### config.mk
export PLATFORM = sky130hd
export DESIGN_NAME = selective_repeat_receiver_reorder
export DESIGN_NICKNAME = d
export VERILOG_FILES = /design/src/sv/srr_pkg.sv /design/src/sv/selective_repeat_receiver_reorder.sv /design/src/sv/srr_fifo.sv /design/src/sv/srr_front.sv /design/src/sv/srr_engine.sv
export SDC_FILE = /design/constraint.sdc
export NUM_CORES = 2
export LEC_CHECK = 0
export ABC_AREA = 1
export BUFFER_PORTS_ARGS = -buffer_cell sky130_fd_sc_hd__buf_2
export CAP_MARGIN = 20
export CORE_MARGIN = 8
export CORE_UTILIZATION = 40
export CTS_CLUSTER_DIAMETER = 200
export CTS_CLUSTER_SIZE = 16
export DETAILED_ROUTE_END_ITERATION = 8
export HOLD_SLACK_MARGIN = 0.15
export PLACE_DENSITY = 0.57
export SETUP_SLACK_MARGIN = 0.4
export SYNTH_ARGS = -nofsm -noshare
export SYNTH_HDL_FRONTEND = slang
export SYNTH_SLANG_ARGS = --single-unit
### constraint.sdc
create_clock -name clock -period 7.4 [get_ports clock]
set_input_delay 1.85 -clock clock [delete_from_list [all_inputs] [get_ports clock]]
set_output_delay 1.85 -clock clock [all_outputs]
set_load 0.1 [all_outputs]
### src/sv/srr_pkg.sv
// srr_pkg: shared types and codes of the selective-repeat receiver
// no dependencies; imported by srr_front, srr_engine and the top level

package srr_pkg;

   typedef enum logic [1:0] {
      CMD_DATA = 2'd0,
      CMD_REQ  = 2'd1,
      CMD_FIN  = 2'd2,
      CMD_CLS  = 2'd3
   } cmd_type;

   typedef enum logic [2:0] {
      KIND_REQ_ACK = 3'd0,
      KIND_FIN_ACK = 3'd1,
      KIND_ACK     = 3'd2,
      KIND_DELIVER = 3'd3,
      KIND_END     = 3'd4
   } kind_type;

   localparam int SEQ_W = 5;
   localparam int LEN_W = 11;
   localparam int REF_W = 32;
   localparam int WIN_W = 5;
   localparam logic [WIN_W-1:0] WIN_RESET = 5'd4;

   // decoded datagram, front part to engine
   typedef struct packed {
      cmd_type          cmd;
      logic [SEQ_W-1:0] seq_id;
      logic [LEN_W-1:0] len;
      logic [REF_W-1:0] pref;
   } srr_item_type;

   // one result word
   typedef struct packed {
      kind_type         kind;
      logic [SEQ_W-1:0] ack_seq;
      logic [LEN_W-1:0] out_len;
      logic [REF_W-1:0] out_ref;
      logic             last;
   } srr_result_type;

endpackage

### src/sv/selective_repeat_receiver_reorder.sv
// Selective-repeat receiver with in-order delivery. Datagrams enter a two-entry
// queue after decode; one sequencer in srr_engine then works on one datagram at a
// time and pushes its results into a two-entry result queue. Each payload that a data
// datagram delivers from the slot store takes a registered read, then the delivery.
// After a window_size change the first data datagram first folds the window base into
// the new sequence space, one subtraction per cycle. Slot valid bits are cleared at
// reset at once; there is no clearing pass. window_size may be written only while no
// datagram is in flight.
// depends on srr_pkg, srr_front, srr_engine and srr_fifo

module selective_repeat_receiver_reorder import srr_pkg::*; #(
   parameter int MAX_WINDOW    = 16,
   parameter int PAYLOAD_BYTES = 1024
) (
   input  logic             clock,
   input  logic             reset,
   input  logic             csr_write_en,
   input  logic [WIN_W-1:0] csr_write_data,
   input  logic             push,
   output logic             full,
   input  logic [1:0]       req_cmd,
   input  logic [SEQ_W-1:0] req_seq_id,
   input  logic [LEN_W-1:0] req_payload_len,
   input  logic [REF_W-1:0] req_payload_ref,
   output logic             empty,
   input  logic             pop,
   output logic [2:0]       rsp_kind,
   output logic [SEQ_W-1:0] rsp_ack_seq,
   output logic [LEN_W-1:0] rsp_out_len,
   output logic [REF_W-1:0] rsp_out_ref,
   output logic             rsp_last
);

   logic           item_valid;
   logic           item_pop;
   srr_item_type   item;
   logic           res_push;
   logic           res_full;
   srr_result_type res;
   srr_result_type res_q;

   srr_front #(
      .PAYLOAD_BYTES(PAYLOAD_BYTES)
   ) u_front (
      .clock           (clock),
      .reset           (reset),
      .req_push        (push),
      .req_cmd         (req_cmd),
      .req_seq_id      (req_seq_id),
      .req_payload_len (req_payload_len),
      .req_payload_ref (req_payload_ref),
      .req_full        (full),
      .item_valid      (item_valid),
      .item            (item),
      .item_pop        (item_pop)
   );

   srr_engine #(
      .MAX_WINDOW(MAX_WINDOW)
   ) u_engine (
      .clock          (clock),
      .reset          (reset),
      .csr_write_en   (csr_write_en),
      .csr_write_data (csr_write_data),
      .item_valid     (item_valid),
      .item           (item),
      .item_pop       (item_pop),
      .res_push       (res_push),
      .res            (res),
      .res_full       (res_full)
   );

   srr_fifo #(
      .WIDTH($bits(srr_result_type))
   ) u_rsp_q (
      .clock (clock),
      .reset (reset),
      .push  (res_push),
      .din   (res),
      .full  (res_full),
      .pop   (pop),
      .dout  (res_q),
      .empty (empty)
   );

   assign rsp_kind    = res_q.kind;
   assign rsp_ack_seq = res_q.ack_seq;
   assign rsp_out_len = res_q.out_len;
   assign rsp_out_ref = res_q.out_ref;
   assign rsp_last    = res_q.last;

endmodule

### src/sv/srr_fifo.sv
// srr_fifo: two-entry queue of generic width
// no dependencies; used between front and engine and on the result side

module srr_fifo #(
   parameter int WIDTH = 8
) (
   input  logic             clock,
   input  logic             reset,
   input  logic             push,
   input  logic [WIDTH-1:0] din,
   output logic             full,
   input  logic             pop,
   output logic [WIDTH-1:0] dout,
   output logic             empty
);

   logic [WIDTH-1:0] entry_ff [2];
   logic [1:0]       count_ff, count_in;
   logic             wr_ptr_ff, wr_ptr_in;
   logic             rd_ptr_ff, rd_ptr_in;
   logic             do_push, do_pop;

   assign full    = (count_ff == 2'd2);
   assign empty   = (count_ff == 2'd0);
   assign dout    = entry_ff[rd_ptr_ff];
   assign do_push = push && !full;
   assign do_pop  = pop && !empty;

   always_comb begin
      wr_ptr_in = do_push ? !wr_ptr_ff : wr_ptr_ff;
      rd_ptr_in = do_pop ? !rd_ptr_ff : rd_ptr_ff;
      count_in  = count_ff;
      if (do_push && !do_pop) begin
         count_in = count_ff + 2'd1;
      end else if (do_pop && !do_push) begin
         count_in = count_ff - 2'd1;
      end
   end

   always_ff @(posedge clock) begin
      if (reset) begin
         count_ff  <= 2'd0;
         wr_ptr_ff <= 1'b0;
         rd_ptr_ff <= 1'b0;
      end else begin
         count_ff  <= count_in;
         wr_ptr_ff <= wr_ptr_in;
         rd_ptr_ff <= rd_ptr_in;
      end
   end

   always_ff @(posedge clock) begin
      if (do_push) begin
         entry_ff[wr_ptr_ff] <= din;
      end
   end

endmodule

### src/sv/srr_front.sv
// srr_front: accepts datagrams, decodes the command and clamps the length
// depends on srr_pkg and srr_fifo

module srr_front import srr_pkg::*; #(
   parameter int PAYLOAD_BYTES = 1024
) (
   input  logic               clock,
   input  logic               reset,
   input  logic               req_push,
   input  logic [1:0]         req_cmd,
   input  logic [SEQ_W-1:0]   req_seq_id,
   input  logic [LEN_W-1:0]   req_payload_len,
   input  logic [REF_W-1:0]   req_payload_ref,
   output logic               req_full,
   output logic               item_valid,
   output srr_item_type       item,
   input  logic               item_pop
);

   srr_item_type item_d;
   logic         item_empty;
   logic         too_long;

   // compare at 17 bits so any byte limit up to 131071 works
   assign too_long = {6'd0, req_payload_len} > 17'(PAYLOAD_BYTES);

   always_comb begin
      item_d.cmd    = cmd_type'(req_cmd);
      item_d.seq_id = req_seq_id;
      item_d.len    = too_long ? LEN_W'(PAYLOAD_BYTES) : req_payload_len;
      item_d.pref   = req_payload_ref;
   end

   srr_fifo #(
      .WIDTH($bits(srr_item_type))
   ) u_item_q (
      .clock (clock),
      .reset (reset),
      .push  (req_push),
      .din   (item_d),
      .full  (req_full),
      .pop   (item_pop),
      .dout  (item),
      .empty (item_empty)
   );

   assign item_valid = !item_empty;

endmodule

### src/sv/srr_engine.sv
// srr_engine: session flags, receive window, slot store and in-order drain
// depends on srr_pkg

module srr_engine import srr_pkg::*; #(
   parameter int MAX_WINDOW = 16
) (
   input  logic             clock,
   input  logic             reset,
   input  logic             csr_write_en,
   input  logic [WIN_W-1:0] csr_write_data,
   input  logic             item_valid,
   input  srr_item_type     item,
   output logic             item_pop,
   output logic             res_push,
   output srr_result_type   res,
   input  logic             res_full
);

   localparam int NSLOTS = 2 * MAX_WINDOW;
   localparam int SLOT_W = (NSLOTS > 2) ? $clog2(NSLOTS) : 1;
   localparam int AW     = (SLOT_W > 6) ? SLOT_W : 6;
   localparam int WCAP   = (MAX_WINDOW > 31) ? 31 : MAX_WINDOW;

   typedef enum logic [2:0] {
      S_IDLE,
      S_DISPATCH,
      S_NORM,
      S_ACK,
      S_RD,
      S_DLV
   } state_type;

   state_type           state_ff, state_in;
   logic [WIN_W-1:0]    window_ff, window_in;
   logic                req_seen_ff, req_seen_in;
   logic                hs_done_ff, hs_done_in;
   logic                fin_seen_ff, fin_seen_in;
   logic                closed_ff, closed_in;
   logic [SLOT_W-1:0]   base_ff, base_in;
   logic [WIN_W-1:0]    cnt_ff, cnt_in;
   logic [NSLOTS-1:0]   valid_ff, valid_in;
   srr_item_type        item_ff, item_in;

   logic [LEN_W-1:0]    len_mem [NSLOTS];
   logic [REF_W-1:0]    ref_mem [NSLOTS];
   logic [LEN_W-1:0]    rd_len_ff;
   logic [REF_W-1:0]    rd_ref_ff;
   logic                mem_we;

   logic [WIN_W-1:0]    w;
   logic [AW-1:0]       space_a, base_a, seq_a, diff_a;
   logic                in_win;
   logic [SLOT_W-1:0]   seq_idx, next_base;
   logic                base_ready, cont;

   // effective window: zero acts as one, clamped at MAX_WINDOW (half the slots) and at 31
   always_comb begin
      if (window_ff == '0) begin
         w = WIN_W'(1);
      end else if (window_ff > WIN_W'(WCAP)) begin
         w = WIN_W'(WCAP);
      end else begin
         w = window_ff;
      end
   end

   assign space_a = AW'({w, 1'b0});
   assign base_a  = AW'(base_ff);
   assign seq_a   = AW'(item_ff.seq_id);
   assign seq_idx = SLOT_W'(item_ff.seq_id);
   assign diff_a  = (seq_a >= base_a) ? (seq_a - base_a) : (seq_a + space_a - base_a);
   assign in_win  = (seq_a < space_a) && (diff_a < AW'(w));

   // base slot holds a word now or gets one in this cycle
   assign base_ready = valid_ff[base_ff] || (seq_idx == base_ff);
   assign next_base  = ((base_a + AW'(1)) == space_a) ? '0 : SLOT_W'(base_a + AW'(1));
   assign cont       = ((AW'(cnt_ff) + AW'(1)) < AW'(w)) && valid_ff[next_base];

   always_comb begin
      state_in    = state_ff;
      window_in   = csr_write_en ? csr_write_data : window_ff;
      req_seen_in = req_seen_ff;
      hs_done_in  = hs_done_ff;
      fin_seen_in = fin_seen_ff;
      closed_in   = closed_ff;
      base_in     = base_ff;
      cnt_in      = cnt_ff;
      valid_in    = valid_ff;
      item_in     = item_ff;
      item_pop    = 1'b0;
      res_push    = 1'b0;
      res         = '0;
      mem_we      = 1'b0;
      case (state_ff)
         S_IDLE: begin
            if (item_valid) begin
               item_pop = 1'b1;
               item_in  = item;
               state_in = S_DISPATCH;
            end
         end
         S_DISPATCH: begin
            if (closed_ff) begin
               state_in = S_IDLE;
            end else if (fin_seen_ff) begin
               // anything after FIN ends the session
               if (!res_full) begin
                  res_push  = 1'b1;
                  res.kind  = KIND_END;
                  res.last  = 1'b1;
                  closed_in = 1'b1;
                  state_in  = S_IDLE;
               end
            end else begin
               case (item_ff.cmd)
                  CMD_REQ: begin
                     if (hs_done_ff) begin
                        state_in = S_IDLE;
                     end else if (!res_full) begin
                        res_push    = 1'b1;
                        res.kind    = KIND_REQ_ACK;
                        res.last    = 1'b1;
                        req_seen_in = 1'b1;
                        state_in    = S_IDLE;
                     end
                  end
                  CMD_FIN: begin
                     if (!(req_seen_ff && hs_done_ff)) begin
                        state_in = S_IDLE;
                     end else if (!res_full) begin
                        res_push    = 1'b1;
                        res.kind    = KIND_FIN_ACK;
                        res.last    = 1'b1;
                        fin_seen_in = 1'b1;
                        state_in    = S_IDLE;
                     end
                  end
                  CMD_DATA: begin
                     state_in = req_seen_ff ? S_NORM : S_IDLE;
                  end
                  default: begin
                     state_in = S_IDLE;
                  end
               endcase
            end
         end
         S_NORM: begin
            // fold the base into the current sequence space, one subtract a cycle
            if (base_a >= space_a) begin
               base_in = SLOT_W'(base_a - space_a);
            end else begin
               state_in = S_ACK;
            end
         end
         S_ACK: begin
            if (!res_full) begin
               res_push    = 1'b1;
               res.kind    = KIND_ACK;
               res.ack_seq = item_ff.seq_id;
               res.last    = !(in_win && base_ready);
               state_in    = S_IDLE;
               if (in_win) begin
                  mem_we            = 1'b1;
                  valid_in[seq_idx] = 1'b1;
                  hs_done_in        = 1'b1;
                  cnt_in            = '0;
                  if (base_ready) begin
                     state_in = S_RD;
                  end
               end
            end
         end
         S_RD: begin
            state_in = S_DLV;
         end
         S_DLV: begin
            if (!res_full) begin
               res_push          = 1'b1;
               res.kind          = KIND_DELIVER;
               res.out_len       = rd_len_ff;
               res.out_ref       = rd_ref_ff;
               res.last          = !cont;
               valid_in[base_ff] = 1'b0;
               base_in           = next_base;
               cnt_in            = cnt_ff + WIN_W'(1);
               state_in          = cont ? S_RD : S_IDLE;
            end
         end
         default: begin
            state_in = S_IDLE;
         end
      endcase
   end

   always_ff @(posedge clock) begin
      if (reset) begin
         state_ff    <= S_IDLE;
         window_ff   <= WIN_RESET;
         req_seen_ff <= 1'b0;
         hs_done_ff  <= 1'b0;
         fin_seen_ff <= 1'b0;
         closed_ff   <= 1'b0;
         base_ff     <= '0;
         cnt_ff      <= '0;
         valid_ff    <= '0;
      end else begin
         state_ff    <= state_in;
         window_ff   <= window_in;
         req_seen_ff <= req_seen_in;
         hs_done_ff  <= hs_done_in;
         fin_seen_ff <= fin_seen_in;
         closed_ff   <= closed_in;
         base_ff     <= base_in;
         cnt_ff      <= cnt_in;
         valid_ff    <= valid_in;
      end
   end

   always_ff @(posedge clock) begin
      item_ff <= item_in;
   end

   // slot store: written at the arriving number, read at the window base
   always_ff @(posedge clock) begin
      if (mem_we) begin
         len_mem[seq_idx] <= item_ff.len;
         ref_mem[seq_idx] <= item_ff.pref;
      end
      rd_len_ff <= len_mem[base_ff];
      rd_ref_ff <= ref_mem[base_ff];
   end

   // a word is only handed on when the result queue has room
   assert property (@(posedge clock) disable iff (reset)
      res_push |-> !res_full)
      else $error("result pushed into a full queue");

   // delivery only from a slot that holds a word
   assert property (@(posedge clock) disable iff (reset)
      (state_ff == S_DLV) |-> valid_ff[base_ff])
      else $error("delivery from an empty slot");

   // the drain never walks more than one window
   assert property (@(posedge clock) disable iff (reset)
      (state_ff == S_DLV) |-> (AW'(cnt_ff) < AW'(w)))
      else $error("drain ran past the window");

   // a closed session stays closed until reset
   assert property (@(posedge clock) disable iff (reset)
      closed_ff |=> closed_ff)
      else $error("closed session reopened");

endmodule

Yosys cells after proc, flatten, opt, wreduce, memory -nomap -nowiden
Memory sizes are Yosys's and may differ from the RTL's. A register that Yosys moved wholly into a read port is not among the register bits.
Cells that the tools add are included.
{"block": "totals", "regBits": 62, "latch_bits": 0, "ram_bits": 1580, "rom_bits": 0, "out_inout_bits": 54, "wordCells": 194, "n_memories": 4}
{"memory": "u_engine.ref_mem", "depth": 32, "width": 32, "rd": 1, "rd_ports_with_merged_regs": 1, "wr": 1, "line_no": "srr_engine.sv:45", "text": "logic [REF_W-1:0] ref_mem [NSLOTS];"}
{"memory": "u_engine.len_mem", "depth": 32, "width": 11, "rd": 1, "rd_ports_with_merged_regs": 1, "wr": 1, "line_no": "srr_engine.sv:44", "text": "logic [LEN_W-1:0] len_mem [NSLOTS];"}
{"memory": "u_rsp_q.entry_ff", "depth": 2, "width": 52, "rd": 1, "rd_ports_with_merged_regs": 1, "wr": 1, "line_no": "srr_fifo.sv:17", "text": "logic [WIDTH-1:0] entry_ff [2];"}
{"memory": "u_front.u_item_q.entry_ff", "depth": 2, "width": 50, "rd": 1, "rd_ports_with_merged_regs": 1, "wr": 1, "line_no": "srr_fifo.sv:17"}
{"block": "op_classes", "n_addsub": 11, "mul": 0, "div": 0, "magnitude_cmp": 12, "eq_ne": 17, "shifts": 0, "muxes": 81, "bitwise": 8, "n_reduce_logical": 46}
{"operator": "$mux W32", "n": 3}
{"operator": "$pmux W32 S2", "n": 1}
{"operator": "$mux W3", "n": 17}
{"operator": "$mux W5", "n": 9}
{"operator": "$mux W44", "n": 1}
{"operator": "$mux W43", "n": 1}
{"operator": "$and A32 B32 Y32", "n": 1}
{"operator": "$not A32 Y32", "n": 1}
{"operator": "$or A32 B32 Y32", "n": 1}
{"operator": "$mux W1", "n": 28}
{"operator": "$pmux W5 S2", "n": 2}
{"operator": "$lt A5 B6 Y1 const B", "n": 3}
{"operator": "$pmux W3 S3", "n": 2}
{"operator": "$pmux W3 S6", "n": 1}
{"operator": "$logic_and A1 B1 Y1", "n": 14}
{"operator": "$logic_not A1 Y1", "n": 14}
{"operator": "$add A5 B1 Y6 const B", "n": 2}
{"operator": "$lt A6 B5 Y1", "n": 2}
{"operator": "$mux W2", "n": 6}
{"operator": "$gt A11 B11 Y1 const B", "n": 1}
{"operator": "$mux W11", "n": 1}
{"operator": "$bmux W1 S5", "n": 2}
{"operator": "$demux W1 S5", "n": 2}
{"operator": "$ge A5 B1 Y1 const B", "n": 2}
{"operator": "other kinds (35)", "n": 58}

Logic depth before layout (Yosys ltp)
{"block": "depth", "word_depth": 13, "ltp_mapped": 25, "depth_no_buf": 24}

Hierarchy
Synthesis repeated with hierarchy kept, for this count alone.
{"block": "unflattened", "hier_cells": 4957, "hier_area_um2": 68346.8}
{"mod": "srr_engine", "n_inst": 1, "cells_per_inst": 4534, "area_per_inst_um2": 59844.9, "seq_area_each_um2": 44762.9}
{"mod": "srr_fifo at u_rsp_q", "n_inst": 1, "cells_per_inst": 199, "area_per_inst_um2": 4257.8, "seq_area_each_um2": 3223.1}
{"mod": "srr_fifo at u_front.u_item_q", "n_inst": 1, "cells_per_inst": 193, "area_per_inst_um2": 4115.2, "seq_area_each_um2": 3103.0}
{"mod": "srr_front", "n_inst": 1, "cells_per_inst": 31, "area_per_inst_um2": 128.9, "seq_area_each_um2": 0.0}

Worst setup path before layout
No wires, ideal clock.
{"block": "synth_path", "path_kind": "register to register", "from": "reg u_engine.base_ff[1]", "to": "mem u_engine.len_mem[0][0] (enable)", "setup_ns": 0.443, "t_arrival_ns": 5.379, "required_time_ns": 6.957, "path_slack_ns": 1.578, "path_stages_with_launch": 21, "path_buffers": 4, "period_less_slack_ns": 5.822, "cell_sequence": "dfxtp_1 -> buf_2 -> inv_1 -> clkbuf_1 -> clkbuf_1 -> ha_1 -> xor2_1 -> ha_1 -> fa_1 -> or2_2 -> nand3_1 -> o21ai_0 -> ha_1 -> inv_1 -> nor2_1 -> o21ai_1 -> nand2_1 -> inv_1 -> nand2_1 -> buf_2 -> nor2_1"}
{"block": "synth_via", "elab_chain_len": 9, "elab_cells_between_ends": 11, "cone_classes": "add/sub (2); order compare (2); mux (6); reduce/logical (1)"}
{"element": "from (decl)", "line_no": "srr_engine.sv:39", "text": "logic [SLOT_W-1:0] base_ff, base_in;"}
{"element": "from (signal assigned)", "line_no": "srr_engine.sv:213", "text": "base_ff <= base_in;"}
{"element": "$sub A6 B5 Y6 (tied with other cells)", "line_no": "srr_engine.sv:71", "text": "assign diff_a = (seq_a >= base_a) ? (seq_a - base_a) : (seq_a + space_a - base_a);"}
{"element": "$mux W6 *", "line_no": "srr_engine.sv:71"}
{"element": "$lt A6 B5 Y1 *", "line_no": "srr_engine.sv:72", "text": "assign in_win = (seq_a < space_a) && (diff_a < AW'(w));"}
{"element": "$logic_and A1 B1 Y1 *", "line_no": "srr_engine.sv:72"}
{"element": "$mux W1 *", "line_no": "srr_engine.sv:162", "text": "if (in_win) begin"}
{"element": "$mux W1 *", "line_no": "srr_engine.sv:156", "text": "if (!res_full) begin"}
{"element": "$mux W1 *", "line_no": "srr_engine.sv:94", "text": "case (state_ff)"}
{"element": "$mux W1 *", "line_no": "srr_engine.sv:225", "text": "if (mem_we) begin"}
{"element": "$mux W1 (not written as such) *", "line_no": "srr_engine.sv:226", "text": "len_mem[seq_idx] <= item_ff.len;"}
{"element": "to (decl)", "line_no": "srr_engine.sv:44"}
Mark *: on every way between the ends. The rest lies on a longest branch, timed or not.

Worst setup path after layout
{"block": "layout_path", "from": "reg u_engine.base_ff[1]", "to": "mem u_engine.ref_mem[10][18] (enable)"}
{"block": "layout_via", "elab_chain_len": 9, "elab_cells_between_ends": 11, "cone_classes": "add/sub (2); order compare (2); mux (6); reduce/logical (1)"}
{"element": "$sub A6 B5 Y6 (tied with other cells)", "line_no": "srr_engine.sv:71"}
{"element": "$mux W6 *", "line_no": "srr_engine.sv:71"}
{"element": "$lt A6 B5 Y1 *", "line_no": "srr_engine.sv:72"}
{"element": "$logic_and A1 B1 Y1 *", "line_no": "srr_engine.sv:72"}
{"element": "$mux W1 *", "line_no": "srr_engine.sv:162"}
{"element": "$mux W1 *", "line_no": "srr_engine.sv:156"}
{"element": "$mux W1 *", "line_no": "srr_engine.sv:94"}
{"element": "$mux W1 *", "line_no": "srr_engine.sv:225"}
{"element": "$mux W1 (not written as such) *", "line_no": "srr_engine.sv:227", "text": "ref_mem[seq_idx] <= item_ff.pref;"}
{"element": "to (decl)", "line_no": "srr_engine.sv:45"}
Marks and branches as above.

==> flow_summary.yaml <==
timing:
  fmax_mhz: 174
  period_share: 0.776
  layout_setup_ws_ns: 1.66
  final.min_clock_period_ns: 5.74
  tightest_slew_ns: 1.14
  hold_viol_final: 0
  clock_skew_ns: 0.0614
  setup_tns_ns: 0
  rsz0062_at_grt: "no"
  hold_ws_ns: 0.478
  maxSlewHeadroom: 0.238
  setup_viol: 0
  slew_viol_final: 0
routing:
  drt_iter0_markers: 4903
  viasPerCell: 5.65
  ant_nets: 0
  dr.pass1.iters: 6
  wl_um: 186000
  vias: 41600
  drc: 0
  routedWlPerCell_um: 25.3
setup_path:
  worstPathRequired_ns: 7.85
  r2r_slack_ns: 1.66
  rr_startpoint: "u_engine.base_ff[1]$_SDFFE_PP0P_"
  r2r_end: "u_engine.ref_mem[10][18]$_DFFE_PP_"
  worstSetupStartpointType: "flop"
  worstRegToRegCells: 18
  crit_path_end_kind: "flop"
  cp.arrival_ns: 6.19
  crit_fanout: 94
  path_class: "reg -> reg"
final_layout:
  fin_cells: 7366
  area_growth_pct: 10.2
  utilization: 0.443
  final_nets: 5205
  drive_above_1_share: 0.100
  layout_common_cells: "edfxtp_1 (1630), o21ai_0 (802), nor2_1 (783)"
  fin_area_um2: 74700
  final_common_cell: "edfxtp_1"
floorplanning:
  start_util: 0.401
  die_h_um: 428
  io_pins: 114
  core.rowCount: 151
  die_x_um: 428
  core_area_um2: 169000
  die_area_um2: 183000
cts:
  clk_path_buf_depth: 3
  cts.sinks: 1736
  root_buffer: "clkbuf_16"
  numCtsBuffers: 118
  cts_tree: "yes"
  cts_resized: 0
  clk_pin_slew_ns: 0.08
  hold_buffers: 0
  htree_levels: 3
  clock_latency_ns: 0.79
  post_cts_buffers: 0
global_route:
  grt_usage: 0.197
  antenna_found_initial: 6
  grt_pass1_vias: 39500
  grt_pass1_wl_um: 271000
  grt_max_degree: 154
  overflow: 0
yosys:
  synth_ff_type: "edfxtp_1"
  ys_warn_count: 0
  async_reset_ff_frac: 0
  ys_ff_latch: 1736
  syn_nets: 5158
  synth_edf_count: 1630
  seq_area_frac_synth: 0.754
  synth_area_um2: 67700
  ys_types: 51
  synth_cells: 5057
  syn_avg_cell_area_um2: 13.4
power_and_ir_drop:
  max-vdd-ir-drop_v: 0.000204
  power.density_nw_per_um2: 292
  p_leak_nw: 24.6
  power_mw: 21.8
flow_run:
  cap_violations: 0
worst_hold_path:
  hold_start: "u_rsp_q.rd_ptr_ff$_SDFFE_PP0P_"
  whs_path_depth: 2
  hp-class: "reg -> reg"
placed_design:
  dp_hpwl_um: 109000
  pre_cts_ws_ns: 1.66
  io_buffers: 113
  placed_cell_area_um2: 71400
  placed_cells: 7201
  gp_congestion: 0.836
outcome:
  status: "complete, no violations"
[logic make-up (layout without fill, tap and decap cells)]
group | after synthesis | count (layout) | share of synthesized area
AOI/OAI and AO/OA | 1405 | 1405 | 0.120
xor gates and xnor gates | 10 | 10 | 0.00129
adders and majority gates | 41 | 41 | 0.00824
buffers and inverters | 453 | 543 | 0.0270
DFF | 1736 | 1736 | 0.754
muxes | 52 | 52 | 0.00864
other | 0 | 1 | 0
and+or+nand+nor | 1360 | 1360 | 0.0806
[worst max-delay path by stage]
stage | startpoint | end | slack (ns) | cells past startpoint
4_1_cts | u_engine.base_ff[1]$_SDFFE_PP0P_ | u_engine.ref_mem[30][22]$_DFFE_PP_ | 1.63 | 18
6_report | u_engine.base_ff[1]$_SDFFE_PP0P_ | u_engine.ref_mem[10][18]$_DFFE_PP_ | 1.66 | 18
5_1_grt | u_engine.base_ff[1]$_SDFFE_PP0P_ | u_engine.ref_mem[30][22]$_DFFE_PP_ | 1.42 | 18
3_5_place_dp | u_engine.base_ff[1]$_SDFFE_PP0P_ | u_engine.ref_mem[30][21]$_DFFE_PP_ | 1.66 | 18
2_1_floorplan | u_engine.base_ff[1]$_SDFFE_PP0P_ | u_engine.len_mem[0][0]$_DFFE_PP_ | 1.58 | 20
3_3_place_gp | u_engine.base_ff[1]$_SDFFE_PP0P_ | u_engine.ref_mem[30][9]$_DFFE_PP_ | 1.62 | 18
[flip-flops by register name, summed over array words and instances, names as in the netlist, 11 cells and up, named ones only]
| signal | flops |
|---|---|
| u_engine.rd_ref_ff | 32 |
| u_engine.valid_ff | 32 |
| u_engine.ref_mem | 1024 |
| u_front.u_item_q.entry_ff | 100 |
| u_engine.item_ff | 45 |
| u_engine.rd_len_ff | 11 |
| u_engine.len_mem | 352 |
| u_rsp_q.entry_ff | 104 |
[layer usage]
layer  vias up  track usage  wire length (µm)
met2      1641        0.308             84800
li1      18800            -                 -
met4         0       0.0493              4760
met1     20900        0.287             81900
met5         -            0                 0
met3       254       0.0355             14900
[power breakdown]
group	leakage, nW	switching (mW)	total (mW)	internal (mW)
clock	1.58	3.20	6.17	2.96
combinational	7.38	2.73	3.34	0.603
sequential	15.7	0.175	12.3	12.1
[cell type report]
type	instances	area, µm²
clock inverter	5	97.6
antenna	1	2.50
multi-input combinational	2868	15200
sequential	1736	51100
clock buffer	158	3170
inverter	127	493
tap	2218	2780
timing repair buffer	253	1880
fill	15100	94000
[critical path, cell delays in order, from the launching register on]
cell,delay [ns]
dfxtp_4,0.38
inv_8,0.44
ha_1,0.41
xor2_1,0.18
ha_1,0.22
fa_1,0.45
or2_2,0.30
nand3_1,0.08
o21ai_0,0.10
ha_1,0.32
inv_1,0.07
nor2_1,0.05
o21ai_1,0.12
nand2_1,0.13
inv_1,0.15
nand2_4,0.38
buf_4,0.43
nor2_4,0.74
buf_4,0.37
[Yosys cell counts, types with 70 or more instances]
| cell type | count | area (µm²) |
|---|---|---|
| edfxtp_1 | 1630 | 48900 |
| nor2_1 | 821 | 3080 |
| o21ai_0 | 802 | 4010 |
| nand2_1 | 381 | 1430 |
| o22ai_1 | 344 | 2150 |
| clkbuf_1 | 262 | 983 |
| inv_1 | 113 | 424 |
| dfxtp_1 | 106 | 2120 |
| a221oi_1 | 83 | 727 |
| a22o_1 | 80 | 701 |
| a21oi_1 | 72 | 360 |
| nand3_1 | 70 | 350 |
Note: power is estimated with default switching activity, not from simulation.
